`src/hw/rtl/usct_pkg.sv`:
```
// ----------------------------------------------------------------------------
// UV sphere cell tessellator package
// Shared widths, fixed-point constants and codes for the tessellator.
// ----------------------------------------------------------------------------
package usct_pkg;

    localparam int ANGLE_W  = 16;
    localparam int SINE_W   = 16;
    localparam int COORD_W  = 25;
    localparam int RADIUS_W = 24;
    localparam int COUNT_W  = 11;
    localparam int INDEX_W  = 10;
    localparam int Q30_W    = 31;

    localparam logic [COUNT_W-1:0] MAX_DIVISIONS = 11'd1024;

    localparam logic [ANGLE_W-1:0] QUARTER_TURN = 16'h4000;
    localparam logic [ANGLE_W-1:0] LAT_BASE     = 16'hC000;

    localparam logic [Q30_W-1:0] ONE_Q30 = 31'h4000_0000;
    localparam logic [Q30_W-1:0] K1 = 31'd1686629713;
    localparam logic [Q30_W-1:0] K3 = 31'd693598669;
    localparam logic [Q30_W-1:0] K5 = 31'd85569286;
    localparam logic [Q30_W-1:0] K7 = 31'd5026993;
    localparam logic [Q30_W-1:0] K9 = 31'd172272;

    localparam logic [1:0] REG_RADIUS      = 2'd0;
    localparam logic [1:0] REG_SLICE_COUNT = 2'd1;
    localparam logic [1:0] REG_STACK_COUNT = 2'd2;

    typedef enum logic [1:0] {
        MODE_MID    = 2'd0,
        MODE_BOTTOM = 2'd1,
        MODE_TOP    = 2'd2
    } cell_mode_t;

    typedef logic signed [COORD_W-1:0] coord_t;

endpackage

```
`src/hw/rtl/usct_div.sv`:
```
// ----------------------------------------------------------------------------
// Pipelined restoring divider
// Produces one quotient bit per register stage; the divisor is held static.
// ----------------------------------------------------------------------------
module usct_div
    import usct_pkg::*;
(
    input  logic               clk,
    input  logic               en,
    input  logic [26:0]        num,
    input  logic [COUNT_W-1:0] den,
    output logic [16:0]        quo
);

    localparam int NUM_W = 27;
    localparam int QBITS = 17;

    logic [NUM_W-1:0] rem_reg [QBITS];
    logic [QBITS-1:0] q_reg   [QBITS];

    for (genvar j = 0; j < QBITS; j++) begin : g_stage
        localparam int B = QBITS - 1 - j;
        logic [NUM_W:0]   rin;
        logic [QBITS-1:0] qin;
        logic [NUM_W:0]   sh;
        logic             ge;

        if (j == 0) begin : g_first
            assign rin = {1'b0, num};
            assign qin = '0;
        end
        else begin : g_rest
            assign rin = {1'b0, rem_reg[j-1]};
            assign qin = q_reg[j-1];
        end

        assign sh = (NUM_W+1)'(den) << B;
        assign ge = (rin >= sh);

        always_ff @(posedge clk)
        begin
            if (en)
            begin
                rem_reg[j] <= ge ? NUM_W'(rin - sh) : NUM_W'(rin);
                q_reg[j]   <= qin | (QBITS'(ge) << B);
            end
        end
    end

    assign quo = q_reg[QBITS-1];

endmodule

```
`config.mk`:
```
export PLATFORM = sky130hd
export DESIGN_NAME = usct_div
export DESIGN_NICKNAME = d
export VERILOG_FILES = /design/src/hw/rtl/usct_pkg.sv /design/src/hw/rtl/usct_div.sv
export SDC_FILE = /design/constraint.sdc
export NUM_CORES = 1
export LEC_CHECK = 0
export BUFFER_PORTS_ARGS = -buffer_cell sky130_fd_sc_hd__buf_2
export CORE_ASPECT_RATIO = 1.5
export CORE_MARGIN = 5
export CORE_UTILIZATION = 25
export DETAILED_ROUTE_END_ITERATION = 6
export GPL_TIMING_DRIVEN = 0
export SKIP_CTS_REPAIR_TIMING = 1
export SYNTH_ARGS = -nofsm -noshare
export SYNTH_HDL_FRONTEND = slang
export SYNTH_SLANG_ARGS = --single-unit
```
`constraint.sdc`:
```
create_clock -name clk -period 6.65 [get_ports clk]
set_clock_uncertainty 0.1 [all_clocks]
set_input_delay 1.33 -clock clk [delete_from_list [all_inputs] [get_ports clk]]
set_output_delay 1.33 -clock clk [all_outputs]
set_load 0.03 [all_outputs]
```
== Yosys cells after proc, flatten, opt, wreduce, memory -nomap -nowiden ==
Memories as Yosys holds them, arrays and structs flattened.
Cells that the tools add are included.
W data, S select, Z words.

* Register bits after elaboration: 0
* Memory bits (writable): 748
* Output and inout port bits: 17
* Logic and storage cells: 71
* Memories: 2

{| class="wikitable"
|+ Memory list
! memory !! depth !! bits a word !! rd ports !! clocked after memory_dff !! wr ports !! line !! source
|-
| rem_reg || 17 || 27 || 16 || 0 || 17 || usct_div.sv:18 || <nowiki>logic [NUM_W-1:0] rem_reg [QBITS];</nowiki>
|-
| q_reg || 17 || 17 || 17 || 0 || 17 || usct_div.sv:19 || <nowiki>logic [QBITS-1:0] q_reg [QBITS];</nowiki>
|}

* Add/sub/neg operators: 17
* Magnitude comparators: 17
* Multiplexer cells: 19
* Bitwise gates (word level): 16

{| class="wikitable"
|+ Operator list
! kind !! number
|-
| $mux W27 || 17
|-
| $ge A27 B11 Y1 || 1
|-
| $ge A27 B12 Y1 || 1
|-
| $ge A27 B13 Y1 || 1
|-
| $ge A27 B14 Y1 || 1
|-
| $ge A27 B15 Y1 || 1
|-
| $ge A27 B16 Y1 || 1
|-
| $ge A27 B17 Y1 || 1
|-
| $ge A27 B18 Y1 || 1
|-
| $ge A27 B19 Y1 || 1
|-
| $ge A27 B20 Y1 || 1
|-
| $ge A27 B21 Y1 || 1
|-
| $ge A27 B22 Y1 || 1
|-
| $ge A27 B23 Y1 || 1
|-
| $ge A27 B24 Y1 || 1
|-
| $ge A27 B25 Y1 || 1
|-
| $ge A27 B26 Y1 || 1
|-
| $ge A27 B27 Y1 || 1
|-
| $sub A27 B11 Y27 || 1
|-
| $sub A27 B12 Y27 || 1
|-
| $sub A27 B13 Y27 || 1
|-
| $sub A27 B14 Y27 || 1
|-
| $sub A27 B15 Y27 || 1
|-
| $sub A27 B16 Y27 || 1
|-
| 28 further kinds || 29
|}

== Longest topological paths before layout ==
An unclocked memory read counts as a cell.

* Depth in word-level cells: 3
* Depth in mapped cells: 12

== Worst setup path before layout ==
Ideal clock, no wire load.

* Kind: input to register
* From: input den[1]
* To: memory rem_reg[4][20] (netlist: rem_reg[0][128]), data pin
* Setup time: 0.269 ns
* Arrival: 3.902 ns
* Setup slack: 2.379 ns
* Stages: 10
* Buffers on the path: 2
* Cell sequence: inv_1 -> ha_1 -> nor2b_1 -> o21bai_1 -> a31oi_1 -> o41a_1 -> a211oi_1 -> clkbuf_1 -> clkbuf_1 -> o21ai_0

{| class="wikitable"
|+ RTL lines
! element !! line !! source
|-
| start, declared || usct_div.sv:11 || <nowiki>input logic [COUNT_W-1:0] den,</nowiki>
|-
| end, declared || usct_div.sv:18 ||
|}

==> metrics.cfg <==
[yosys]
netlist_area_um2 = 30600
ys_seq_elements = 585
yosysTopAreaCell = edfxtp_1
syn_inst = 2497
synth_top_area_frac = 0.574
synth_edf_count = 585
ys_warn_count = 0
syn_nets = 2740
synth_cell_types = 90
synth_area_leaders = edfxtp_1 (57%), ha_1 (7.6%), xor2_1 (3.5%), a21oi_1 (2.8%), xnor2_1 (2.7%)
synth_ff_type = edfxtp_1
synth_area_per_cell_um2 = 12.3
synth-async-reset-ratio = 0
seq_area_frac_synth = 0.574

[global_route]
antenna_found_initial = 0
grtUsageTotal = 0.100
grt_pass1_wl_um = 105000
first_global_vias = 21100
grt_overflow = 0
grt_max_degree = 129

[timing]
worstMarginPinSlew_ns = 1.24
setup_viol = 0
period_minus_slack_ns = 5.21
fin_crit_sh = 0.784
rsz0062_at_grt = no
final_max_slew_viol_count = 0
clock.fmax_mhz = 192
slew-limit-headroom = 0.174
hold_viol = 0

[die]
die_w_um = 296
row_count = 157
ios = 57
initial_core_util = 0.251
die-area_um2 = 130000
die_h_um = 439
core_region_area_um2 = 122000

[finish]
antenna_cells = 0
finalInstanceArea_um2 = 35300
largest_reg_flops = 432
fin_util = 0.290
most-common-layout-cells = edfxtp_1 (585), ha_1 (187), nand2_1 (175)
layout.cells.non_filler = 4273
drive_above_1_share = 0.0958
final_common_cell = edfxtp_1
area_delta_synth_final_pct = 15.2
nets = 2872

[critical_path]
cp_max_fo = 23
crit_required_ns = 6.86
cp-startpoint = den[1]
worst_path_max_delay_cell = inv_1
crit_arrival_ns = 5.43
endpoint_kind = flop
r2r-start = rem_reg[0][223]$_DFFE_PP_
crit_top_cell = clkbuf_1
critical_path_class = input pin to flop
worstPathCellList = buf_2 > inv_1 > ha_1 > nor2b_1 > o21bai_1 > a31oi_1 > o41a_1 > a211oi_1 > clkbuf_1 > clkbuf_1 > o21ai_0
crit_path_max_incr_delay_ns = 0.71
start_kind = input pin

[place]
dp_cells = 4148
place_congestion = 0.837
placed_area_um2 = 33000
dpl.hpwl_um = 49100
portBuffers = 56

[routing]
drtPass1Iterations = 7
via_per_inst = 4.68
first_iter_violations = 790
wirelength_um = 66500
wl_per_cell_um = 15.6
vias = 20000
drc = 0
drtAntennaViolNets = 0

[min_path]
hp-start = q_reg[7][9]$_DFFE_PP_
hp-class = flop to flop

[clock_network]
clkTransAtPathRegs_ns = 0.06
clk_path_buf_depth = 3
cts_tree = built
clkSinkCount = 585
htreeDepth = 3
clock_latency_ns = 0.61
cts_made_buffers = 69
root_buffer = clkbuf_16

[run_status]
status = finished clean

[power]
power.density_nw_per_um2 = 377
ir_drop_uv = 212
p_leak_nw = 12.5
p_total_mw = 13.3

[run]
drv_cap = 0

==> synthesized netlist by cell type, types with 17 or more instances <==
cell	count
nor2_1	162
nor3_1	78
edfxtp_1	585
nand4_1	24
a21oi_1	174
a21o_1	51
nand2b_1	38
xnor2_1	95
nor4_1	50
inv_1	88
mux2_2	44
ha_1	187
nor2b_1	23
o21ai_0	157
or3_1	27
o21a_1	27
nand2_1	175
or4_1	26
xor2_1	123
a31oi_1	24
clkbuf_1	26
a211oi_1	17
nand3_1	37
==> power by group <==
part | leakage [nW] | switching, mW | internal (mW)
sequential | 5.58 | 0.480 | 5.12
clock | 1.11 | 1.50 | 2.26
combinational | 5.80 | 2.21 | 1.72
==> kinds of logic after synthesis <==
kind of cell	count (synthesis)	synth area share
AOI/OAI and AO/OA	562	0.114
xor gates and xnor gates	218	0.0624
adders and majority gates	203	0.0869
buffers and inverters	133	0.0169
DFF	585	0.574
muxes	55	0.0199
and+or+nand+nor	741	0.126
==> layout make-up <==
class / instances / area [µm²]
Clock buffer: 79 / 1810
Multi-Input combinational cell: 1779 / 12500
Sequential cell: 585 / 17600
Fill cell: 12400 / 86500
Clock inverter: 46 / 434
Tap cell: 1590 / 1990
Buffer: 43 / 179
Inverter: 90 / 338
Timing Repair Buffer: 61 / 428
==> worst max-delay path: cells and delay by family <==
family                     cells  cell delay [ns]
buffers and inverters          4             2.04
and+or+nand+nor                1             0.16
AOI/OAI and AO/OA              5             1.26
adders and majority gates      1             0.59
==> routing by layer <==
metal,vias to the layer above,GRT usage,wire length [µm]
li1,9824,-,-
met1,9532,0.0882,22200
met2,409,0.202,37300
met3,214,0.0174,2190
met4,0,0.0676,4900
met5,-,0,0
==> worst paths after layout <==
path	cells after the start	slack, ns	endpoint
worst max-delay path	11	1.44	rem_reg[0][128]$_DFFE_PP_
worst min-delay path	0	0.31	q_reg[8][9]$_DFFE_PP_
worst max register to register	12	2.84	rem_reg[0][267]$_DFFE_PP_
worst min register to register	0	0.31	q_reg[8][9]$_DFFE_PP_
==> per-stage QoR <==
stage / TNS (ns) / setup slack (ns) / hold slack [ns]
final: 0 / 1.44 / 0.308
after floorplan: 0 / 2.38 / 0.300
after detailed placement: 0 / 0.749 / 0.305
after global placement: -2883.22 / -5.05 / 0.301
after global routing: 0 / 1.00 / 0.315
after CTS: 0 / 1.40 / 0.300
Power figures use the tool's default switching activity.
